### src/hdl/ccm_pkg.sv
// Shared package of the character class token matcher.
// Holds word types, operation and table codes, the state enum and helpers.
// It depends on nothing else.
package ccm_pkg;

   localparam int CCM_NUM_CLASSES  = 32;
   localparam int CCM_CHAR_ENTRIES = 128;
   localparam int CCM_MAX_LEN      = 255;

   // Character codes that may carry a class mask.
   localparam logic [7:0] CCM_FIRST_CODE = 8'd1;
   localparam logic [7:0] CCM_LAST_CODE  = 8'd127;

   // Operation codes.
   localparam logic [1:0] OP_ADD    = 2'd0;
   localparam logic [1:0] OP_REMOVE = 2'd1;
   localparam logic [1:0] OP_MATCH  = 2'd2;

   // Table selects.
   localparam logic [1:0] TBL_FIRST  = 2'd0;
   localparam logic [1:0] TBL_SECOND = 2'd1;
   localparam logic [1:0] TBL_FOLLOW = 2'd2;
   localparam logic [1:0] TBL_NONE   = 2'd3;

   // Result kinds and status codes.
   localparam logic KIND_ACK         = 1'b0;
   localparam logic KIND_MATCH       = 1'b1;
   localparam logic STATUS_OK        = 1'b0;
   localparam logic STATUS_BAD_RANGE = 1'b1;

   typedef struct packed {
      logic [1:0]  op;
      logic [1:0]  table_sel;
      logic [31:0] class_bits;
      logic [7:0]  range_start;
      logic [7:0]  range_end;
      logic [7:0]  char_code;
      logic        token_start;
   } ccm_req_type;

   typedef struct packed {
      logic        kind;
      logic        status;
      logic [31:0] match_mask;
      logic [7:0]  match_length;
      logic [4:0]  class_index;
      logic        has_match;
      logic        length_overflow;
   } ccm_rsp_type;

   typedef struct packed {
      logic eval;
      logic token_start;
   } ccm_match_ctrl_type;

   typedef enum logic [1:0] {
      ST_CLEAR,
      ST_IDLE,
      ST_MATCH,
      ST_RANGE
   } ccm_state_type;

   // Index of the lowest set bit, zero when no bit is set.
   function automatic logic [4:0] ccm_lowest_set(input logic [31:0] m);
      logic [4:0] idx;
      idx = '0;
      for (int i = 31; i >= 0; i--) begin
         if (m[i]) begin
            idx = 5'(i);
         end
      end
      return idx;
   endfunction

endpackage

### src/hdl/ccm_match_unit.sv
// Running match state of the character class token matcher.
// Narrows the class mask per character and forms the match result; uses ccm_pkg.
module ccm_match_unit #(
   parameter int NUM_CLASSES = 32,
   parameter int MAX_LEN     = 255
) (
   input  logic                        clock,
   input  logic                        reset,
   input  ccm_pkg::ccm_match_ctrl_type ctrl,
   input  logic [((NUM_CLASSES < 32) ? NUM_CLASSES : 32)-1:0] tab_mask,
   output logic                        past_second,
   output logic                        result_valid,
   output ccm_pkg::ccm_rsp_type        result
);
   import ccm_pkg::*;

   localparam int MASK_W = (NUM_CLASSES < 32) ? NUM_CLASSES : 32;
   localparam int LEN_W  = $clog2(MAX_LEN + 1);

   logic              active_ff, active_in;
   logic              past_second_ff, past_second_in;
   logic              sat_ff, sat_in;
   logic [MASK_W-1:0] mask_ff, mask_in;
   logic [LEN_W-1:0]  len_ff, len_in;

   logic [MASK_W-1:0] next_mask;
   logic [MASK_W-1:0] emit_mask;
   logic [LEN_W-1:0]  emit_len;
   logic              emit_sat;

   assign next_mask = mask_ff & tab_mask;

   always_comb begin
      active_in      = active_ff;
      past_second_in = past_second_ff;
      sat_in         = sat_ff;
      mask_in        = mask_ff;
      len_in         = len_ff;
      result_valid   = 1'b0;
      emit_mask      = mask_ff;
      emit_len       = len_ff;
      emit_sat       = sat_ff;
      if (ctrl.eval) begin
         if (ctrl.token_start) begin
            // A new token drops whatever match was running.
            past_second_in = 1'b0;
            sat_in         = 1'b0;
            if (tab_mask == '0) begin
               active_in    = 1'b0;
               mask_in      = '0;
               len_in       = '0;
               result_valid = 1'b1;
               emit_mask    = '0;
               emit_len     = '0;
               emit_sat     = 1'b0;
            end else begin
               active_in = 1'b1;
               mask_in   = tab_mask;
               len_in    = LEN_W'(1);
            end
         end else if (active_ff) begin
            past_second_in = 1'b1;
            if (next_mask == '0) begin
               active_in    = 1'b0;
               result_valid = 1'b1;
            end else begin
               mask_in = next_mask;
               if (len_ff < LEN_W'(MAX_LEN)) begin
                  len_in = len_ff + LEN_W'(1);
               end else begin
                  sat_in = 1'b1;
               end
            end
         end
      end
   end

   always_comb begin
      result.kind            = KIND_MATCH;
      result.status          = STATUS_OK;
      result.match_mask      = 32'(emit_mask);
      result.match_length    = 8'(emit_len);
      result.class_index     = ccm_lowest_set(32'(emit_mask));
      result.has_match       = (emit_len != '0);
      result.length_overflow = emit_sat;
   end

   always_ff @(posedge clock) begin
      if (reset) begin
         active_ff      <= 1'b0;
         past_second_ff <= 1'b0;
         sat_ff         <= 1'b0;
         mask_ff        <= '0;
         len_ff         <= '0;
      end else begin
         active_ff      <= active_in;
         past_second_ff <= past_second_in;
         sat_ff         <= sat_in;
         mask_ff        <= mask_in;
         len_ff         <= len_in;
      end
   end

   assign past_second = past_second_ff;

endmodule

### config.mk
export PLATFORM = sky130hd
export DESIGN_NAME = ccm_match_unit
export DESIGN_NICKNAME = d
export VERILOG_FILES = /design/src/hdl/ccm_pkg.sv /design/src/hdl/ccm_match_unit.sv
export SDC_FILE = /design/constraint.sdc
export NUM_CORES = 1
export LEC_CHECK = 0
export ABC_AREA = 1
export BUFFER_PORTS_ARGS = -buffer_cell sky130_fd_sc_hd__buf_2
export CAP_MARGIN = 5
export CORE_ASPECT_RATIO = 1.75
export CORE_UTILIZATION = 57
export CTS_BUF_LIST = sky130_fd_sc_hd__clkbuf_8
export CTS_CLUSTER_DIAMETER = 100
export DETAILED_ROUTE_END_ITERATION = 12
export GPL_TIMING_DRIVEN = 0
export HOLD_SLACK_MARGIN = 0.15
export PLACE_DENSITY = 0.89
export SLEW_MARGIN = 20
export SYNTH_ARGS = -nofsm -noshare
export SYNTH_HDL_FRONTEND = slang
export SYNTH_SLANG_ARGS = --single-unit
### constraint.sdc
create_clock -name clock -period 4.2 [get_ports clock]
set_input_delay 0.21 -clock clock [delete_from_list [all_inputs] [get_ports clock]]
set_output_delay 0.21 -clock clock [all_outputs]
set_load 0.05 [all_outputs]
=== Yosys cells after proc, flatten, opt, wreduce, memory -nomap -nowiden ===
Index checks and enable logic that the tools add are counted.

* Register bits after elaboration: 43
* Bits of input ports: 36

* Add/subtract/negate cells: 1
* Magnitude comparators: 1
* Equality and inequality tests: 2
* Multiplexer cells: 65
* Bitwise gates (word level): 1
* Reductions and logical operators: 9

{| class="wikitable"
|+ Operators by type and width
! kind !! count
|-
| two-way mux 32 bit || 7
|-
| two-way mux 5 bit || 32
|-
| logical NOT 32 bit || 2
|-
| two-way mux 8 bit || 7
|-
| bitwise AND 32 bit || 1
|-
| two-way mux 1 bit || 19
|-
| adder 8 x 1 -> 8 bit (second input constant) || 1
|-
| less-than comparator 8 bit (second input constant) || 1
|-
| AND reduction 4 bit || 2
|-
| nonzero test 8 bit || 1
|-
| inequality test 2 bit (second input constant) || 2
|-
| nonzero test 2 bit || 2
|-
| AND reduction 3 bit || 1
|-
| AND reduction 2 bit || 1
|}

=== Depth between registers and ports, before layout ===
Gate-level depths: netlist of the first run.

* Depth after elaboration: 36
* Gate-level depth with buffers: 36

=== Worst setup path after synthesis of the first run ===
OpenSTA, ideal clock, no wires.

* Path kind: input -> output
* Start point: input port ctrl[0] in the netlist's numbering
* End point: output port result[3] in the netlist's numbering
* Data arrival time: 3629 ps
* Path slack: 361 ps
* Stages: 22
* Path buffers: 3
* Cells stage by stage: clkbuf_2 -> nand2_1 -> inv_1 -> nand2_4 -> inv_2 -> buf_6 -> buf_2 -> nor2_1 -> nor2_1 -> o31ai_1 -> nand2_1 -> nand2_1 -> nand2_1 -> nand2_1 -> nand2_1 -> nand2_1 -> nand2_1 -> nand2_1 -> nand2_1 -> nand2_1 -> nand2_1 -> a21boi_0

{| class="wikitable"
|+ RTL lines
! what !! line !! RTL
|-
| start: declaration || ccm_match_unit.sv:9 || <nowiki>input ccm_pkg::ccm_match_ctrl_type ctrl,</nowiki>
|-
| end: declaration || ccm_match_unit.sv:13 || <nowiki>output ccm_pkg::ccm_rsp_type result</nowiki>
|}

==> results.py, run 1 <==
metrics = {
    "logic_synthesis": {
        "syn_nets": 521,
        "synth_cell_types": 32,
        "ys_warn_count": 0,
        "seq_area_frac_synth": 0.304,
        "synthCells": 484,
        "synthesis.area_um2": 2830,
        "ys_ff_latch": 43,
        "avgSynthCellArea_um2": 5.84,
    },
    "drt": {
        "first_iter_violations": 141,
        "wl_mm": 7.75,
        "wl_per_cell_um": 12.3,
        "via_count": 3372,
        "post-route-drc-count": 0,
        "via_per_inst": 5.37,
        "firstDrtPassIters": 5,
        "ant_nets": 0,
    },
    "final_layout": {
        "nets": 612,
        "register_area_um2": 861,
        "multi_input_area_um2": 1570,
        "areaGrowthSynthToFinish_pct": 20.3,
        "fillers": 429,
        "drive_gt1_frac": 0.186,
        "antennaDiodeCount": 0,
    },
    "floorplan": {
        "die_h_um": 95.2,
        "die_w_um": 55.3,
        "coreArea_um2": 4710,
        "ios": 87,
        "die-area_um2": 5260,
        "num_rows": 33,
        "start_util": 0.601,
    },
    "sta": {
        "hold_viol": 0,
        "finalCritPeriodShare": 0.753,
        "timing.fmax_ghz": 0.316,
        "setup_violations": 0,
        "fin_crit_ns": 3.16,
        "tns_ns": 0,
        "setup_ws_ns": 1.04,
        "finalClockSkew_ns": 0.00931,
        "slew_headroom": 0.607,
        "worstMarginPinSlew_ns": 0.590,
        "finalMaxSlewViolations": 0,
        "grt_setup_unrepaired": "no",
    },
    "grt": {
        "grtUsageTotal": 0.300,
        "grt_max_degree": 14,
        "grt_pass1_wl_mm": 12.8,
        "grt_pass1_vias": 2990,
        "antenna_found_initial": 0,
        "grt_overflow": 0,
    },
    "placement": {
        "dp_hpwl_mm": 6.15,
        "routabilityCongestion": 0.856,
        "io_buffers": 83,
        "pre_cts_slack_ns": 1.06,
    },
    "worst_setup_path": {
        "crit_arrival_ns": 2.95,
        "crit_fanout": 10,
        "ff2ff_setup_slack_ns": 1.77,
        "required_ns": 3.99,
        "critPathLaunchType": "input port",
        "crit_path_frequent_cell": "nor2_1",
        "critical_path_class": "in -> out",
        "cp-end-kind": "primary output",
        "cp.buffers_inverters": 7,
        "cp_top_family": "buffers and inverters",
        "slowest_stage": "buf_2",
        "crit_chain": "buf_2 > nor2_1 > nand2_1 > nor2_1 > nand2_1 > nor2_4 > nand2_4 > inv_2 > buf_6 > buf_2 > buf_2 > buf_4 > nor2_1 > nor2_1 > nand2_1 > nor2_1 > a21boi_0 > buf_2",
        "crit_path_max_incr_delay_ns": 0.30,
    },
    "power_and_ir_drop": {
        "clkPwrFrac": 0.219,
        "p_leak_nw": 1.66,
        "powerDensity_nw_per_um2": 346,
        "peakVddDrop_uv": 300,
        "seqPwrFrac": 0.393,
        "pwr-share-comb": 0.388,
        "p_int_uw": 675,
        "p_switching_uw": 503,
        "power.share.switching": 0.427,
    },
    "clock_network": {
        "h-tree-depth": 2,
        "clock_path_buffers": 2,
        "cts_tree": "yes",
        "clockRootBuffer": "clkbuf_8",
        "cts-resized-gates": 0,
        "insertion_delay_ns": 0.30,
        "cts_inserted_buffers": 5,
        "cts.sinks": 43,
        "clkTransAtPathRegs_ns": 0.08,
    },
    "flow_run": {
        "max_cap_violations": 0,
    },
    "hold_path": {
        "min_path_type": "in -> reg",
    },
    "run_status": {
        "status": "complete, no violations",
    },
}
[tightest hold or removal path, stage by stage]
cell	delay, ns
buf_2	0.11
o21ai_0	0.06
a21oi_1	0.06
[routing by layer]
metal | GRT usage | wire length (um)
met1 | 0.335 | 3080
met2 | 0.567 | 4100
met3 | 0.0339 | 392
met4 | 0.125 | 181
met5 | 0 | 0
[worst paths after layout]
check | start | to | depth (start not counted)
min | tab_mask[20] | mask_ff[20] | 3
min reg2reg | sat_ff | sat_ff | 2
max | tab_mask[31] | result[5] | 18
max reg2reg | mask_ff[28] | len_ff[4] | 12
[cells in the mapped netlist]
cell,count,area (um2)
a211oi_1,5,37.5
a21boi_0,2,15.0
a21oi_1,43,215
a21oi_2,1,8.76
a221oi_1,2,17.5
a31oi_1,2,12.5
buf_1,1,3.75
buf_2,2,10.0
buf_4,4,30.0
buf_6,1,11.3
clkbuf_1,12,45.0
clkbuf_2,1,5.00
clkinv_1,3,11.3
conb_1,2,7.51
dfxtp_1,43,861
ha_1,1,12.5
inv_1,73,274
inv_2,2,7.51
nand2_1,103,387
nand2_2,2,12.5
nand2_4,1,11.3
nand3_1,3,15.0
nand4_1,8,50.1
nor2_1,83,312
nor2_4,3,33.8
nor3_1,3,15.0
nor3b_1,1,7.51
nor4_1,5,31.3
o21ai_0,69,345
o21bai_1,1,7.51
o31ai_1,1,7.51
xor2_1,1,8.76
[repair_timing]
action                                 4_1_cts  5_1_grt
hold buffers                                 1        0
setup endpoints to repair                    0        0
setup buffers                                0        0
endpoints found under the hold margin        1        0
[sequential cells by signal, summed over array words and instances (netlist names)]
signal and count:
active_ff 1, len_ff 8, mask_ff 32, past_second 1, sat_ff 1
[area by class of cell]
cell class,instances,area share
Tap cell,52,0.0191
Inverter,78,0.0860
Clock buffer,5,0.0202
Timing Repair Buffer,84,0.125
Clock inverter,3,0.00478
Sequential cell,43,0.253
Multi-Input combinational cell,342,0.461
Buffer,21,0.0309
[cells by family after synthesis]
family / share of synthesized area
adders and majority gates: 0.00442
and+or+nand+nor: 0.309
xor gates and xnor gates: 0.00310
AOI/OAI and AO/OA: 0.236
other: 0.00265
DFF: 0.304
buffers and inverters: 0.141
[per-stage QoR]
step           power [mW]  std cells  hold slack, ns  instance area (um2)  utilization
3_5_place_dp        0.926        619           0.459                 3310        0.703
5_1_grt              1.25        628           0.201                 3400        0.723
2_1_floorplan       0.810        484           0.279                 2830            -
6_report             1.18        628           0.185                 3400        0.723
4_1_cts              1.18        628           0.184                 3400        0.723
3_3_place_gp        0.917        619           0.447                 3310        0.703
[cells in the final DEF (no fill, tap or decap), types with 3 or more instances in the layout]
cell and n:
buf_2 85, nor4_1 5, clkbuf_8 5, nand4_1 8
a211oi_1 5, nor3_1 3, inv_1 74, clkbuf_1 12
nand3_1 3, buf_4 4, nor2_1 83, dfxtp_1 43
clkinv_1 3, o21ai_0 69, nor2_4 3, a21oi_1 43
nand2_1 103
[power groups by stage]
| stage | Clock [mW] | Sequential, mW | Combinational (mW) |
|---|---|---|---|
| final | 0.258 | 0.464 | 0.457 |
| after global routing | 0.276 | 0.468 | 0.502 |
| after CTS | 0.259 | 0.463 | 0.456 |
| after detailed placement | 0 | 0.472 | 0.454 |
| after global placement | 0 | 0.471 | 0.447 |
| after floorplan | 0 | 0.467 | 0.343 |
Power figures use the tool's default switching activity.
==> inputs of run 2 (changes only) <==
- ABC_AREA: 1 -> 0
- CORE_UTILIZATION: 57 -> 48
- PLACE_DENSITY: 0.89 -> 0.81
- clock period: 4.2 -> 2.8 ns (I/O delays scaled with it)
==> run 2 against run 1 <==
First-iteration DRC count increased by 100%; clock skew about the same; clock power rose by 55%; combinational power is 11% higher; via count is 3.6% higher; synthesized area shrank 3.2%; die area is 15% higher; sequential power increased by 46%; wire length is 32% higher.
==> results.py, run 2 <==
metrics = {
    "final_layout": {
        "antennaDiodeCount": 0,
        "fin_util": 0.664,
        "fillers": 528,
        "drive_gt1_frac": 0.215,
        "final_cell_mix": "buf_2, nand2_1, a21oi_1",
        "top_regs": "mask_ff: 32 flops, len_ff: 8 flops",
        "final_common_cell": "buf_2",
        "final_cells": 574,
        "areaGrowthSynthToFinish_pct": 34.3,
        "regMostFlops": "mask_ff",
        "largest_reg_flops": 32,
        "nets": 534,
    },
    "sta": {
        "grt_setup_unrepaired": "no",
        "tns_ns": 0,
        "slew_headroom": 0.586,
        "finalCritPeriodShare": 0.957,
        "setup_violations": 0,
        "worstMarginPinSlew_ns": 0.621,
        "hold_viol": 0,
        "fin_crit_ns": 2.68,
        "timing.fmax_ghz": 0.373,
        "setup_ws_ns": 0.120,
        "finalClockSkew_ns": 0.00911,
        "finalMaxSlewViolations": 0,
    },
    "clock_network": {
        "clockRootBuffer": "clkbuf_8",
        "insertion_delay_ns": 0.30,
        "clkTransAtPathRegs_ns": 0.09,
        "cts_inserted_buffers": 5,
        "cts_tree": "yes",
        "h-tree-depth": 2,
        "cts.sinks": 43,
        "cts_setup_buffers": 0,
        "clock_path_buffers": 2,
    },
    "placement": {
        "routabilityCongestion": 0.973,
        "dp.cells": 534,
        "dp_hpwl_mm": 7.46,
        "pre_cts_slack_ns": 0.567,
        "io_buffers": 83,
    },
    "power_and_ir_drop": {
        "p_leak_nw": 1.49,
        "peakVddDrop_uv": 335,
        "powerDensity_nw_per_um2": 431,
    },
    "floorplan": {
        "die-area_um2": 6020,
        "die_h_um": 102,
        "ios": 87,
        "coreArea_um2": 5540,
        "num_rows": 36,
        "die_w_um": 59.1,
        "start_util": 0.494,
    },
    "logic_synthesis": {
        "synthCells": 375,
        "synth_ff_type": "dfxtp_1",
        "avgSynthCellArea_um2": 7.30,
        "synth_cell_types": 41,
        "ys_ff_latch": 43,
        "synthesis.area_um2": 2740,
        "synth.top_cells.by_count": "a21oi_1, nand2_1, dfxtp_1",
        "yosysTopAreaCell": "dfxtp_1",
        "ys_warn_count": 0,
        "synth.top_cell.area_share": 0.314,
        "syn_nets": 412,
        "synth_area_leaders": "dfxtp_1, o211ai_1, a21oi_1, and2_1, nand2_1",
        "seq_area_frac_synth": 0.314,
        "synth-edff-count": 0,
        "async_reset_ff_frac": 0,
    },
    "worst_setup_path": {
        "critPathLaunchType": "input port",
        "crit_arrival_ns": 2.54,
        "startpoint": "tab_mask[29]",
        "crit_fanout": 10,
        "critical_path_class": "in -> out",
        "r2r-start": "mask_ff[9]",
        "required_ns": 2.66,
        "cp-end-kind": "primary output",
    },
    "grt": {
        "grt_pass1_wl_mm": 15.6,
        "grtUsageTotal": 0.345,
        "grt_overflow": 0,
        "grt_pass1_vias": 3351,
        "antenna_found_initial": 0,
        "grt_max_degree": 14,
    },
    "hold_path": {
        "min_path_type": "in -> reg",
        "holdCritStartpoint": "ctrl[1]",
    },
    "drt": {
        "wl_mm": 10.2,
        "first_iter_violations": 285,
        "post-route-drc-count": 0,
        "ant_nets": 0,
        "wl_per_cell_um": 17.8,
        "firstDrtPassIters": 5,
        "via_count": 3493,
        "via_per_inst": 6.09,
    },
    "run_status": {
        "status": "complete, no violations",
    },
    "flow_run": {
        "max_cap_violations": 0,
    },
}
-- run 2: cell types whose count changed after synthesis, sizes merged, moves of 4 or more --
cell / previous run / this run
o21ai: 69 / 5
nor3: 3 / 7
and2: 0 / 35
o211ai: 0 / 36
a22oi: 0 / 16
nor2: 86 / 29
a21oi: 44 / 48
nand2: 106 / 48
nor4: 5 / 20
o311ai: 0 / 4
inv: 75 / 9
-- run 2: worst paths after layout --
kind	end	slack, ns	cells after the start
worst max-delay path	result[11]	0.12	9
worst min register to register	past_second	0.52	2
worst max register to register	mask_ff[6]	0.79	8
worst min-delay path	past_second	0.20	3
-- run 2: metal layers --
layer,share of wire,wire length [um],GRT usage
met1,0.35,3620,0.347
met2,0.54,5510,0.635
met3,0.051,515,0.0418
met4,0.055,558,0.244
met5,0,0,0
-- run 2: power breakdown --
| group | total, mW | switching (mW) | internal (mW) |
|---|---|---|---|
| registers | 0.677 | 0.0415 | 0.635 |
| clock network | 0.401 | 0.229 | 0.171 |
| logic | 0.507 | 0.340 | 0.168 |
-- run 2: layout make-up --
type	instances	area, um2	area share
sequential	43	861	0.234
timing repair buffer	115	736	0.200
clock inverter	3	15.0	0.00408
buffer	25	128	0.0347
clock buffer	5	68.8	0.0187
multi-input combinational	297	1740	0.472
inverter	10	37.5	0.0102
tap	76	95.1	0.0259
-- run 2: critical path, cell delays in order --
cell           delay [ns]
dlygate4sd3_1        0.54
buf_2                0.16
nor4_2               0.35
nand4_1              0.16
or3_4                0.41
buf_6                0.16
clkbuf_1             0.20
and2_1               0.21
buf_2                0.20
-- run 2: cell families (layout without fill, tap and decap cells) --
kind of cell,count (synthesis),in the layout,share of synthesized area
AOI/OAI and AO/OA,127,127,0.304
other,2,2,0.00274
buffers and inverters,35,158,0.0603
and+or+nand+nor,167,167,0.314
DFF,43,43,0.314
adders and majority gates,1,1,0.00457
-- run 2: timing repair --
item | 4_1_cts | 5_1_grt
hold buffers | 32 | 0
resized for setup | 0 | 3
hold endpoints to repair | 32 | 0
setup endpoints to repair | 0 | 21
-- run 2: per-stage QoR --
step	instance area, um2	power [mW]	hold slack [ns]
final	3680	1.58	0.200
after global routing	3680	1.64	0.252
after CTS	3660	1.57	0.206
after detailed placement	3260	1.15	0.424
after global placement	3260	1.15	0.419
after floorplan	2750	1.00	0.276
